`config.mk`:
```
export PLATFORM = sky130hd
export DESIGN_NAME = rv64i_instruction_decoder
export DESIGN_NICKNAME = d
export VERILOG_FILES = /design/src/rvid_pkg.sv /design/src/rvid_decode.sv /design/src/rv64i_instruction_decoder.sv
export SDC_FILE = /design/constraint.sdc
export NUM_CORES = 1
export LEC_CHECK = 0
export BUFFER_PORTS_ARGS = -buffer_cell sky130_fd_sc_hd__buf_2
export CAP_MARGIN = 20
export CORE_UTILIZATION = 58
export CTS_BUF_LIST = sky130_fd_sc_hd__clkbuf_4 sky130_fd_sc_hd__clkbuf_8 sky130_fd_sc_hd__clkbuf_16
export CTS_CLUSTER_DIAMETER = 50
export CTS_CLUSTER_SIZE = 20
export DETAILED_ROUTE_END_ITERATION = 10
export PLACE_DENSITY = 0.85
export RECOVER_POWER = 25
export SLEW_MARGIN = 10
export SYNTH_ARGS = -nofsm -noshare
export SYNTH_HDL_FRONTEND = slang
export SYNTH_SLANG_ARGS = --single-unit
```
`constraint.sdc`:
```
create_clock -name clock -period 6.8 [get_ports clock]
set_input_delay 1.36 -clock clock [delete_from_list [all_inputs] [get_ports clock]]
set_output_delay 1.36 -clock clock [all_outputs]
set_load 0.01 [all_outputs]
```
`src/rvid_pkg.sv`:
```
// ----------------------------------------------------------------------------
// rvid_pkg
// Shared types and constants for the RV64I instruction decoder.
// ----------------------------------------------------------------------------
package rvid_pkg;

   localparam int unsigned InstrWidth = 32;
   localparam int unsigned ImmWidth   = 64;

   // major opcodes, instr[6:0]
   localparam logic [6:0] OPC_LUI    = 7'b0110111;
   localparam logic [6:0] OPC_AUIPC  = 7'b0010111;
   localparam logic [6:0] OPC_JAL    = 7'b1101111;
   localparam logic [6:0] OPC_JALR   = 7'b1100111;
   localparam logic [6:0] OPC_BRANCH = 7'b1100011;
   localparam logic [6:0] OPC_LOAD   = 7'b0000011;
   localparam logic [6:0] OPC_STORE  = 7'b0100011;
   localparam logic [6:0] OPC_OPIMM  = 7'b0010011;
   localparam logic [6:0] OPC_OP     = 7'b0110011;
   localparam logic [6:0] OPC_FENCE  = 7'b0001111;
   localparam logic [6:0] OPC_SYSTEM = 7'b1110011;
   localparam logic [6:0] OPC_OPIMMW = 7'b0011011;
   localparam logic [6:0] OPC_OPW    = 7'b0111011;

   localparam logic [6:0] F7_BASE = 7'b0000000;
   localparam logic [6:0] F7_ALT  = 7'b0100000;
   localparam logic [5:0] F6_BASE = 6'b000000;
   localparam logic [5:0] F6_ALT  = 6'b010000;

   localparam logic [11:0] F12_ECALL  = 12'd0;
   localparam logic [11:0] F12_EBREAK = 12'd1;

   typedef enum logic [5:0] {
      OP_INVALID = 6'd0,
      OP_LUI     = 6'd1,
      OP_AUIPC   = 6'd2,
      OP_JAL     = 6'd3,
      OP_JALR    = 6'd4,
      OP_BEQ     = 6'd5,
      OP_BNE     = 6'd6,
      OP_BLT     = 6'd7,
      OP_BGE     = 6'd8,
      OP_BLTU    = 6'd9,
      OP_BGEU    = 6'd10,
      OP_LB      = 6'd11,
      OP_LH      = 6'd12,
      OP_LW      = 6'd13,
      OP_LBU     = 6'd14,
      OP_LHU     = 6'd15,
      OP_SB      = 6'd16,
      OP_SH      = 6'd17,
      OP_SW      = 6'd18,
      OP_ADDI    = 6'd19,
      OP_SLTI    = 6'd20,
      OP_SLTIU   = 6'd21,
      OP_XORI    = 6'd22,
      OP_ORI     = 6'd23,
      OP_ANDI    = 6'd24,
      OP_SLLI    = 6'd25,
      OP_SRLI    = 6'd26,
      OP_SRAI    = 6'd27,
      OP_ADD     = 6'd28,
      OP_SUB     = 6'd29,
      OP_SLL     = 6'd30,
      OP_SLT     = 6'd31,
      OP_SLTU    = 6'd32,
      OP_XOR     = 6'd33,
      OP_SRL     = 6'd34,
      OP_SRA     = 6'd35,
      OP_OR      = 6'd36,
      OP_AND     = 6'd37,
      OP_FENCE   = 6'd38,
      OP_ECALL   = 6'd39,
      OP_EBREAK  = 6'd40,
      OP_LWU     = 6'd41,
      OP_LD      = 6'd42,
      OP_SD      = 6'd43,
      OP_ADDIW   = 6'd44,
      OP_SLLIW   = 6'd45,
      OP_SRLIW   = 6'd46,
      OP_SRAIW   = 6'd47,
      OP_ADDW    = 6'd48,
      OP_SUBW    = 6'd49,
      OP_SLLW    = 6'd50,
      OP_SRLW    = 6'd51,
      OP_SRAW    = 6'd52
   } op_kind_type;

   typedef struct packed {
      op_kind_type                 op_kind;
      logic [4:0]                  dest_reg;
      logic [4:0]                  src1_reg;
      logic [4:0]                  src2_reg;
      logic signed [ImmWidth-1:0]  immediate;
      logic [5:0]                  shift_amount;
   } decode_type;

endpackage

```
`src/rvid_decode.sv`:
```
// ----------------------------------------------------------------------------
// rvid_decode
// Combinational field extraction for one RV64I instruction word.
// ----------------------------------------------------------------------------
module rvid_decode
   import rvid_pkg::*;
(
   input  logic [InstrWidth-1:0] instr_word,
   output decode_type            result
);

   logic [6:0]          opc;
   logic [2:0]          f3;
   logic [6:0]          f7;
   logic [5:0]          f6;
   logic [4:0]          rd;
   logic [4:0]          rs1;
   logic [4:0]          rs2;
   logic [ImmWidth-1:0] imm_i;
   logic [ImmWidth-1:0] imm_u;
   logic [ImmWidth-1:0] imm_j;
   logic [ImmWidth-1:0] imm_b;
   logic [ImmWidth-1:0] imm_s;
   decode_type          raw;

   assign opc = instr_word[6:0];
   assign rd  = instr_word[11:7];
   assign f3  = instr_word[14:12];
   assign rs1 = instr_word[19:15];
   assign rs2 = instr_word[24:20];
   assign f7  = instr_word[31:25];
   assign f6  = instr_word[31:26];

   assign imm_i = {{52{instr_word[31]}}, instr_word[31:20]};
   assign imm_u = {{32{instr_word[31]}}, instr_word[31:12], 12'b0};
   assign imm_j = {{44{instr_word[31]}}, instr_word[19:12], instr_word[20],
                   instr_word[30:21], 1'b0};
   assign imm_b = {{52{instr_word[31]}}, instr_word[7], instr_word[30:25],
                   instr_word[11:8], 1'b0};
   assign imm_s = {{52{instr_word[31]}}, instr_word[31:25], instr_word[11:7]};

   always_comb begin
      raw = '0;
      raw.op_kind = OP_INVALID;
      unique case (opc)
         OPC_LUI, OPC_AUIPC: begin
            raw.op_kind   = (opc == OPC_LUI) ? OP_LUI : OP_AUIPC;
            raw.dest_reg  = rd;
            raw.immediate = imm_u;
         end
         OPC_JAL: begin
            raw.op_kind   = OP_JAL;
            raw.dest_reg  = rd;
            raw.immediate = imm_j;
         end
         OPC_JALR: begin
            if (f3 == 3'd0) begin
               raw.op_kind   = OP_JALR;
               raw.dest_reg  = rd;
               raw.src1_reg  = rs1;
               raw.immediate = imm_i;
            end
         end
         OPC_BRANCH: begin
            unique case (f3)
               3'd0:    raw.op_kind = OP_BEQ;
               3'd1:    raw.op_kind = OP_BNE;
               3'd4:    raw.op_kind = OP_BLT;
               3'd5:    raw.op_kind = OP_BGE;
               3'd6:    raw.op_kind = OP_BLTU;
               3'd7:    raw.op_kind = OP_BGEU;
               default: raw.op_kind = OP_INVALID;
            endcase
            raw.src1_reg  = rs1;
            raw.src2_reg  = rs2;
            raw.immediate = imm_b;
         end
         OPC_LOAD: begin
            unique case (f3)
               3'd0:    raw.op_kind = OP_LB;
               3'd1:    raw.op_kind = OP_LH;
               3'd2:    raw.op_kind = OP_LW;
               3'd3:    raw.op_kind = OP_LD;
               3'd4:    raw.op_kind = OP_LBU;
               3'd5:    raw.op_kind = OP_LHU;
               3'd6:    raw.op_kind = OP_LWU;
               default: raw.op_kind = OP_INVALID;
            endcase
            raw.dest_reg  = rd;
            raw.src1_reg  = rs1;
            raw.immediate = imm_i;
         end
         OPC_STORE: begin
            unique case (f3)
               3'd0:    raw.op_kind = OP_SB;
               3'd1:    raw.op_kind = OP_SH;
               3'd2:    raw.op_kind = OP_SW;
               3'd3:    raw.op_kind = OP_SD;
               default: raw.op_kind = OP_INVALID;
            endcase
            raw.src1_reg  = rs1;
            raw.src2_reg  = rs2;
            raw.immediate = imm_s;
         end
         OPC_OPIMM: begin
            raw.dest_reg = rd;
            raw.src1_reg = rs1;
            unique case (f3)
               3'd1: begin
                  if (f6 == F6_BASE) raw.op_kind = OP_SLLI;
                  raw.shift_amount = instr_word[25:20];
               end
               3'd5: begin
                  if (f6 == F6_BASE)     raw.op_kind = OP_SRLI;
                  else if (f6 == F6_ALT) raw.op_kind = OP_SRAI;
                  raw.shift_amount = instr_word[25:20];
               end
               3'd0: begin raw.op_kind = OP_ADDI;  raw.immediate = imm_i; end
               3'd2: begin raw.op_kind = OP_SLTI;  raw.immediate = imm_i; end
               3'd3: begin raw.op_kind = OP_SLTIU; raw.immediate = imm_i; end
               3'd4: begin raw.op_kind = OP_XORI;  raw.immediate = imm_i; end
               3'd6: begin raw.op_kind = OP_ORI;   raw.immediate = imm_i; end
               3'd7: begin raw.op_kind = OP_ANDI;  raw.immediate = imm_i; end
               default: raw.op_kind = OP_INVALID;
            endcase
         end
         OPC_OP: begin
            if (f7 == F7_BASE) begin
               unique case (f3)
                  3'd0:    raw.op_kind = OP_ADD;
                  3'd1:    raw.op_kind = OP_SLL;
                  3'd2:    raw.op_kind = OP_SLT;
                  3'd3:    raw.op_kind = OP_SLTU;
                  3'd4:    raw.op_kind = OP_XOR;
                  3'd5:    raw.op_kind = OP_SRL;
                  3'd6:    raw.op_kind = OP_OR;
                  3'd7:    raw.op_kind = OP_AND;
                  default: raw.op_kind = OP_INVALID;
               endcase
            end else if (f7 == F7_ALT && f3 == 3'd0) begin
               raw.op_kind = OP_SUB;
            end else if (f7 == F7_ALT && f3 == 3'd5) begin
               raw.op_kind = OP_SRA;
            end
            raw.dest_reg = rd;
            raw.src1_reg = rs1;
            raw.src2_reg = rs2;
         end
         OPC_FENCE: begin
            if (f3 == 3'd0) begin
               raw.op_kind   = OP_FENCE;
               raw.dest_reg  = rd;
               raw.src1_reg  = rs1;
               raw.immediate = imm_i;
            end
         end
         OPC_SYSTEM: begin
            // only the bare ECALL / EBREAK words
            if (f3 == 3'd0 && rd == 5'd0 && rs1 == 5'd0) begin
               if (instr_word[31:20] == F12_ECALL)       raw.op_kind = OP_ECALL;
               else if (instr_word[31:20] == F12_EBREAK) raw.op_kind = OP_EBREAK;
            end
         end
         OPC_OPIMMW: begin
            raw.dest_reg = rd;
            raw.src1_reg = rs1;
            if (f3 == 3'd0) begin
               raw.op_kind   = OP_ADDIW;
               raw.immediate = imm_i;
            end else begin
               // bit 25 set is reserved, caught by the full funct7 compare
               raw.shift_amount = {1'b0, rs2};
               if (f3 == 3'd1 && f7 == F7_BASE)      raw.op_kind = OP_SLLIW;
               else if (f3 == 3'd5 && f7 == F7_BASE) raw.op_kind = OP_SRLIW;
               else if (f3 == 3'd5 && f7 == F7_ALT)  raw.op_kind = OP_SRAIW;
            end
         end
         OPC_OPW: begin
            if (f3 == 3'd0 && f7 == F7_BASE)      raw.op_kind = OP_ADDW;
            else if (f3 == 3'd0 && f7 == F7_ALT)  raw.op_kind = OP_SUBW;
            else if (f3 == 3'd1 && f7 == F7_BASE) raw.op_kind = OP_SLLW;
            else if (f3 == 3'd5 && f7 == F7_BASE) raw.op_kind = OP_SRLW;
            else if (f3 == 3'd5 && f7 == F7_ALT)  raw.op_kind = OP_SRAW;
            raw.dest_reg = rd;
            raw.src1_reg = rs1;
            raw.src2_reg = rs2;
         end
         default: raw.op_kind = OP_INVALID;
      endcase
   end

   // an invalid word shows nothing but a zero op code
   always_comb begin
      if (raw.op_kind == OP_INVALID) begin
         result = '0;
      end else begin
         result = raw;
      end
   end

endmodule

```
`src/rv64i_instruction_decoder.sv`:
```
// ----------------------------------------------------------------------------
// rv64i_instruction_decoder
// RV64I instruction decoder: one word in, one decoded item out.
// ----------------------------------------------------------------------------
// Usage:
//   Input: drive req_instr_word and raise start; the word is taken at any
//   rising edge where start is high and busy is low.
//   Output: rsp_valid pulses for one cycle with the decoded fields on the
//   rsp_ ports. The receiver cannot stall; results are never held back.
//   The word passes through the input register, the decode logic and the
//   result register. Throughput: one item per cycle, back to back.
//   Unused fields come out zero; an invalid word gives op_kind zero with all
//   other fields zero.
//   Reset (synchronous, active high) drops any items in flight; busy is reset
//   delayed by a register: high in the cycle after each cycle of reset, low otherwise.
// ----------------------------------------------------------------------------
module rv64i_instruction_decoder
   import rvid_pkg::*;
(
   input  logic                        clock,
   input  logic                        reset,
   input  logic                        start,
   output logic                        busy,
   input  logic [InstrWidth-1:0]       req_instr_word,
   output logic                        rsp_valid,
   output logic [5:0]                  rsp_op_kind,
   output logic [4:0]                  rsp_dest_reg,
   output logic [4:0]                  rsp_src1_reg,
   output logic [4:0]                  rsp_src2_reg,
   output logic signed [ImmWidth-1:0]  rsp_immediate,
   output logic [5:0]                  rsp_shift_amount
);

   logic                  busy_ff;
   logic                  word_valid_ff;
   logic                  word_valid_in;
   logic [InstrWidth-1:0] word_ff;
   logic                  rsp_valid_ff;
   decode_type            decoded;
   decode_type            rsp_ff;

   assign busy          = busy_ff;
   assign word_valid_in = start & ~busy_ff;

   always_ff @(posedge clock) begin
      busy_ff <= reset;
      if (reset) begin
         word_valid_ff <= 1'b0;
         rsp_valid_ff  <= 1'b0;
      end else begin
         word_valid_ff <= word_valid_in;
         rsp_valid_ff  <= word_valid_ff;
      end
      if (word_valid_in) begin
         word_ff <= req_instr_word;
      end
      if (word_valid_ff) begin
         rsp_ff <= decoded;
      end
   end

   rvid_decode u_decode (
      .instr_word (word_ff),
      .result     (decoded)
   );

   assign rsp_valid        = rsp_valid_ff;
   assign rsp_op_kind      = rsp_ff.op_kind;
   assign rsp_dest_reg     = rsp_ff.dest_reg;
   assign rsp_src1_reg     = rsp_ff.src1_reg;
   assign rsp_src2_reg     = rsp_ff.src2_reg;
   assign rsp_immediate    = rsp_ff.immediate;
   assign rsp_shift_amount = rsp_ff.shift_amount;

endmodule

```
# Word level (Yosys, flattened, before mapping)
# Memories as Yosys holds them, arrays and structs flattened. A register that Yosys moved wholly into a read port is not among the register bits.
# Index checks and enable logic that the tools add are counted.
[word_totals] register_bits=126 romBits=48 n_memories=1
[mem_list] name="(no name shown)" words=8 word_bits=6 read_ports=1 rd_ports_with_merged_regs=1 wr=0 line_no="rvid_decode.sv:129" text="unique case (f3)"
[op_classes] n_eq_ne=23 muxes=35 n_bitwise=3 reduce_logical=22
[ops] operator="one-hot mux 64 bit (7 select lines)" count=1
[ops] operator="2-to-1 mux 64 bit" count=2
[ops] operator="2-to-1 mux 6 bit" count=16
[ops] operator="one-hot mux 6 bit (12 select lines)" count=1
[ops] operator="one-hot mux 6 bit (8 select lines)" count=1
[ops] operator="one-hot mux 6 bit (7 select lines)" count=1
[ops] operator="equality test 7 x 6 -> 1 bit (second input constant)" count=5
[ops] operator="one-hot mux 5 bit (3 select lines)" count=2
[ops] operator="equality test 7 bit (second input constant)" count=4
[ops] operator="one-hot mux 4 bit (6 select lines)" count=1
[ops] operator="one-hot mux 6 bit (4 select lines)" count=1
[ops] operator="equality test 7 x 5 -> 1 bit (second input constant)" count=3
[ops] operator="2-to-1 mux 5 bit" count=4
[ops] operator="2-to-1 mux 16 bit" count=1
[ops] operator="2-to-1 mux 13 bit" count=1
[ops] operator="equality test 12 x 1 -> 1 bit (second input constant)" count=1
[ops] operator="equality test 3 bit (second input constant)" count=4
[ops] operator="logical NOT 12 bit" count=1
[ops] operator="logical NOT 6 bit" count=2
[ops] operator="one-hot mux 6 bit (2 select lines)" count=1
[ops] operator="logical NOT 5 bit" count=2
[ops] operator="OR reduction 8 bit" count=1
[ops] operator="equality test 7 x 2 -> 1 bit (second input constant)" count=1
[ops] operator="equality test 7 x 4 -> 1 bit (second input constant)" count=1
[ops] operator="other kinds (15)" count=25

# Logic depth before layout (Yosys ltp)
[depth] ltp_word=10 depth_mapped=12 depth_no_buf=8

# By module
# A second synthesis with hierarchy kept.
[unflattened] cells_unflattened=496 area_unflattened_um2=6182.2
[modules_own_cells] mod="rv64i_instruction_decoder" instances=1 cells_each=129 area_each_um2=3778.6
[modules_own_cells] mod="rvid_decode" instances=1 cells_each=367 area_each_um2=2403.6

# Worst setup path before layout
# Ideal clock, no wire load.
[synth_timing] path_type="input-to-reg" start="in start" end="reg (tool-made name)" setup_ps=121 arrival_time_ps=3402 required_ps=6679 slack_ps=3277 path_stages=7 n_path_buf=1 cell_sequence="nor2b_1 clkbuf_1 nor2_1 a21oi_1 inv_1 ha_1 mux2_2"
[synth_rtl] item="start, declared" line_no="rv64i_instruction_decoder.sv:22" text="input logic start,"

# Worst setup path after layout
[layout_timing] start="reg word_ff[14]" end="reg rsp_ff, in the netlist rsp_immediate[18], data pin"
[layout_via] elab_chain_cells=9
[layout_lines] item="start, declared" line_no="rv64i_instruction_decoder.sv:37" text="logic [InstrWidth-1:0] word_ff;"
[layout_lines] item="start signal, assigned" line_no="rv64i_instruction_decoder.sv:55" text="word_ff <= req_instr_word;"
[layout_lines] item="equality test 3 bit"
[layout_lines] item="logical AND 1 bit" line_no="rvid_decode.sv:142, rvid_decode.sv:175, rvid_decode.sv:183"
[layout_lines] item="2-to-1 mux 6 bit" line_no="rvid_decode.sv:183" text="else if (f3 == 3'd5 && f7 == F7_ALT) raw.op_kind = OP_SRAW;"
[layout_lines] item="2-to-1 mux 6 bit" line_no="rvid_decode.sv:182" text="else if (f3 == 3'd5 && f7 == F7_BASE) raw.op_kind = OP_SRLW;"
[layout_lines] item="2-to-1 mux 6 bit" line_no="rvid_decode.sv:181" text="else if (f3 == 3'd1 && f7 == F7_BASE) raw.op_kind = OP_SLLW;"
[layout_lines] item="2-to-1 mux 6 bit" line_no="rvid_decode.sv:180" text="else if (f3 == 3'd0 && f7 == F7_ALT) raw.op_kind = OP_SUBW;"
[layout_lines] item="2-to-1 mux 6 bit" line_no="rvid_decode.sv:179" text="if (f3 == 3'd0 && f7 == F7_BASE) raw.op_kind = OP_ADDW;"
[layout_lines] item="one-hot mux 6 bit (12 select lines)" line_no="rvid_decode.sv:45" text="unique case (opc)"
[layout_lines] item="logical NOT 6 bit" line_no="rvid_decode.sv:194" text="if (raw.op_kind == OP_INVALID) begin"
[layout_lines] item="end signal, assigned" line_no="rv64i_instruction_decoder.sv:58" text="rsp_ff <= decoded;"
[layout_lines] item="end, declared" line_no="rv64i_instruction_decoder.sv:40" text="decode_type rsp_ff;"
# Several ways; a longest one is shown, not always the timed one. The select of a mux whose other input is x is not followed.
# A chain may end at the register's enable or synchronous reset.

==> out/summary.txt <==
status - complete, but fails checks
failing checks - max-capacitance violations, max-slew violations
hpwl dp - 8.47 mm
Synthesized Nets - 506
worst hold path type - register to register
DRC Markers - 0
Worst-Skew Late Latency - 0.37 ns
post-route antenna net violation count - 0
CP Class - register to register
largest net degree at the start of global routing - 60
share of the synthesized area in the top cell type - 0.535
die area - 9190 um2
Post-synth EDFFs - 91
vias - 3,904
RSZ-0062 raised after global routing - false
main combinational cell family by area after synthesis - simple AND/OR/NAND/NOR gates
# setup viols final - 0
Fin. Hold Viols - 0
Adder-Cell Fraction of Synth Area - 0.00980
Clock transition at path regs - 0.09 ns
Core Util, Final - 0.679
core area - 8380 um2
mux contribution to synthesized area - 0.00612
Max clock buf depth - 2
Seq cells post-synth - 99
number of global-route vias before repair - 3,468
Mapped Cells - 467
Pins Over Slew Limit - 60
CTS tree - done
Power Density - 204 nW/um2
DRT Pass-1 Iters - 5
Routed Wire Length - 11.9 mm
initial antenna violation count - 0
Worst Setup Start Kind - register
Seq/Total Area, Yosys - 0.566
Layout fillers - 646
Post-Synth Simple-Gate Area - 0.212
Post-Syn Area - 5110 um2
DP Area - 5500 um2
setup TNS - 0 ns
placer congestion estimate - 0.925
worst-path maximum fanout - 53
cell taking the most area after synthesis - edfxtp_1
nets - 588
CP Data Arrival Time - 4.25 ns
Worst slew margin - -1.12
xor-xnor portion of the synthesized cell area - 0.00171
slew at the pin closest to its max-slew limit - 3.18 ns
most frequent cells in the layout - 124 x buf_2, 91 x edfxtp_1, 56 x nand2_1
Congestion Overflow GR - 0
Antenna Cells - 0
leakage power - 0.00223 uW
Worst Skew - 0.00980 ns
Final Hold Slack - 0.476 ns
IO Pins - 128
postcts setup bufs - 0
Initial DRC Count - 409
maximum VDD drop - 0.120 mV
yosys warns - 0
global-route wire length before repair - 18.0 mm
cts repair resizes - 0
CTS H-tree depth - 3
root buffer cell - clkbuf_8
Hold Buf Count CTS - 0
drt wl/cell - 18.1 um
Final Cycle Share - 0.614
cell area after layout - 5690 um2
I/O Buffers - 127
clk sinks - 99
Starting Density - 0.609
MaxCap Viol Count - 1
Max Freq - 0.239 GHz
layout cells sized above 1 - 0.359
Area contributors post-synth - edfxtp_1 54%, buf_4 5.3%, nand2_1 4.1%
Die Y - 95.8 um
Worst setup EP type - register
unique cell type count in the Yosys netlist - 61
Layout area overhead - 11.5%
DIE WIDTH - 95.8 um
total CTS buffers - 9
Std-Cell Rows - 33
Vias/cell - 5.92
crit path time final - 4.18 ns
Worst EP required - 6.88 ns
Synth Area in Compound Gates - 0.118
Most used DFF post-synth - edfxtp_1
leading cell type in the layout, fill and taps excluded - buf_2
average size of a mapped cell - 10.9 um2
asr flop ratio synth - 0
GR Util All Layers - 0.266
-- synth_stat cells (all sizes together) (3+ instances only) --
library cell,instances
edfxtp,91
nor2,58
nand2,56
buf,50
a21oi,31
nor3,18
nand3,16
a22oi,10
clkbuf,10
nor2b,10
o21ai,9
or2,9
dfxtp,8
nor4,8
inv,7
a211oi,6
a31oi,6
nand2b,6
o22ai,5
ha,4
o211ai,4
o31ai,4
or4,4
a41o,3
nand4,3
-- path summary, 6_finish.rpt --
check / cells past startpoint / endpoint / slack, ns / startpoint
hold / removal: 1 / rsp_valid$_SDFF_PP0_ / 0.48 / word_valid_ff$_SDFF_PP0_
hold reg to reg: 1 / rsp_valid$_SDFF_PP0_ / 0.48 / word_valid_ff$_SDFF_PP0_
setup reg to reg: 8 / rsp_immediate[18]$_SDFFCE_PN0P_ / 2.62 / word_ff[14]$_DFFE_PP_
setup / recovery: 8 / rsp_immediate[18]$_SDFFCE_PN0P_ / 2.62 / word_ff[14]$_DFFE_PP_
-- through the flow --
stage	setup WS [ns]	total power, uW	cells
after floorplan	3.28	762	467
after global placement	2.87	785	643
after detailed placement	2.74	788	643
after CTS	2.73	1160	659
after global routing	2.48	1200	659
final	2.62	1160	659
-- worst max-delay path, stage by stage, from the launching register on --
cell and delay [ns]:
edfxtp_1 0.83, clkinv_1 0.51, o2111a_1 0.36, or4_1 0.46, or4_4 0.54, or2_4 0.27
nor4_4 0.12, buf_4 0.63, a21oi_1 0.13
-- cell families after synthesis --
logic type | Yosys count
compound gates | 89
buf+inv | 68
fa+ha+maj | 4
mux | 3
flops | 99
simple gates | 203
xor+xnor | 1
-- routing by layer --
layer  track usage  share of wire  vias to the layer above
met5             0              0                        -
met4         0.122          0.029                        0
met3        0.0450          0.079                       35
met2         0.427           0.48                      226
met1         0.355           0.41                     1815
li1              -              -                     1828
-- power breakdown --
part	switching (uW)	total (uW)	internal, uW
clock	203	384	180
sequential	20.4	701	680
combinational	47.3	74.7	27.3
total	271	1160	888
-- final cells by class --
| class | instances | area, um2 | share of cell area |
|---|---|---|---|
| inverters | 8 | 30.0 | 0.00527 |
| repair buffers | 131 | 658 | 0.116 |
| well taps | 105 | 131 | 0.0231 |
| flip-flops and latches | 99 | 2890 | 0.508 |
| multi-input cells | 300 | 1780 | 0.313 |
| clock inverters | 5 | 62.6 | 0.0110 |
| clock buffers | 11 | 139 | 0.0244 |
Note: power is estimated with default switching activity, not from simulation.
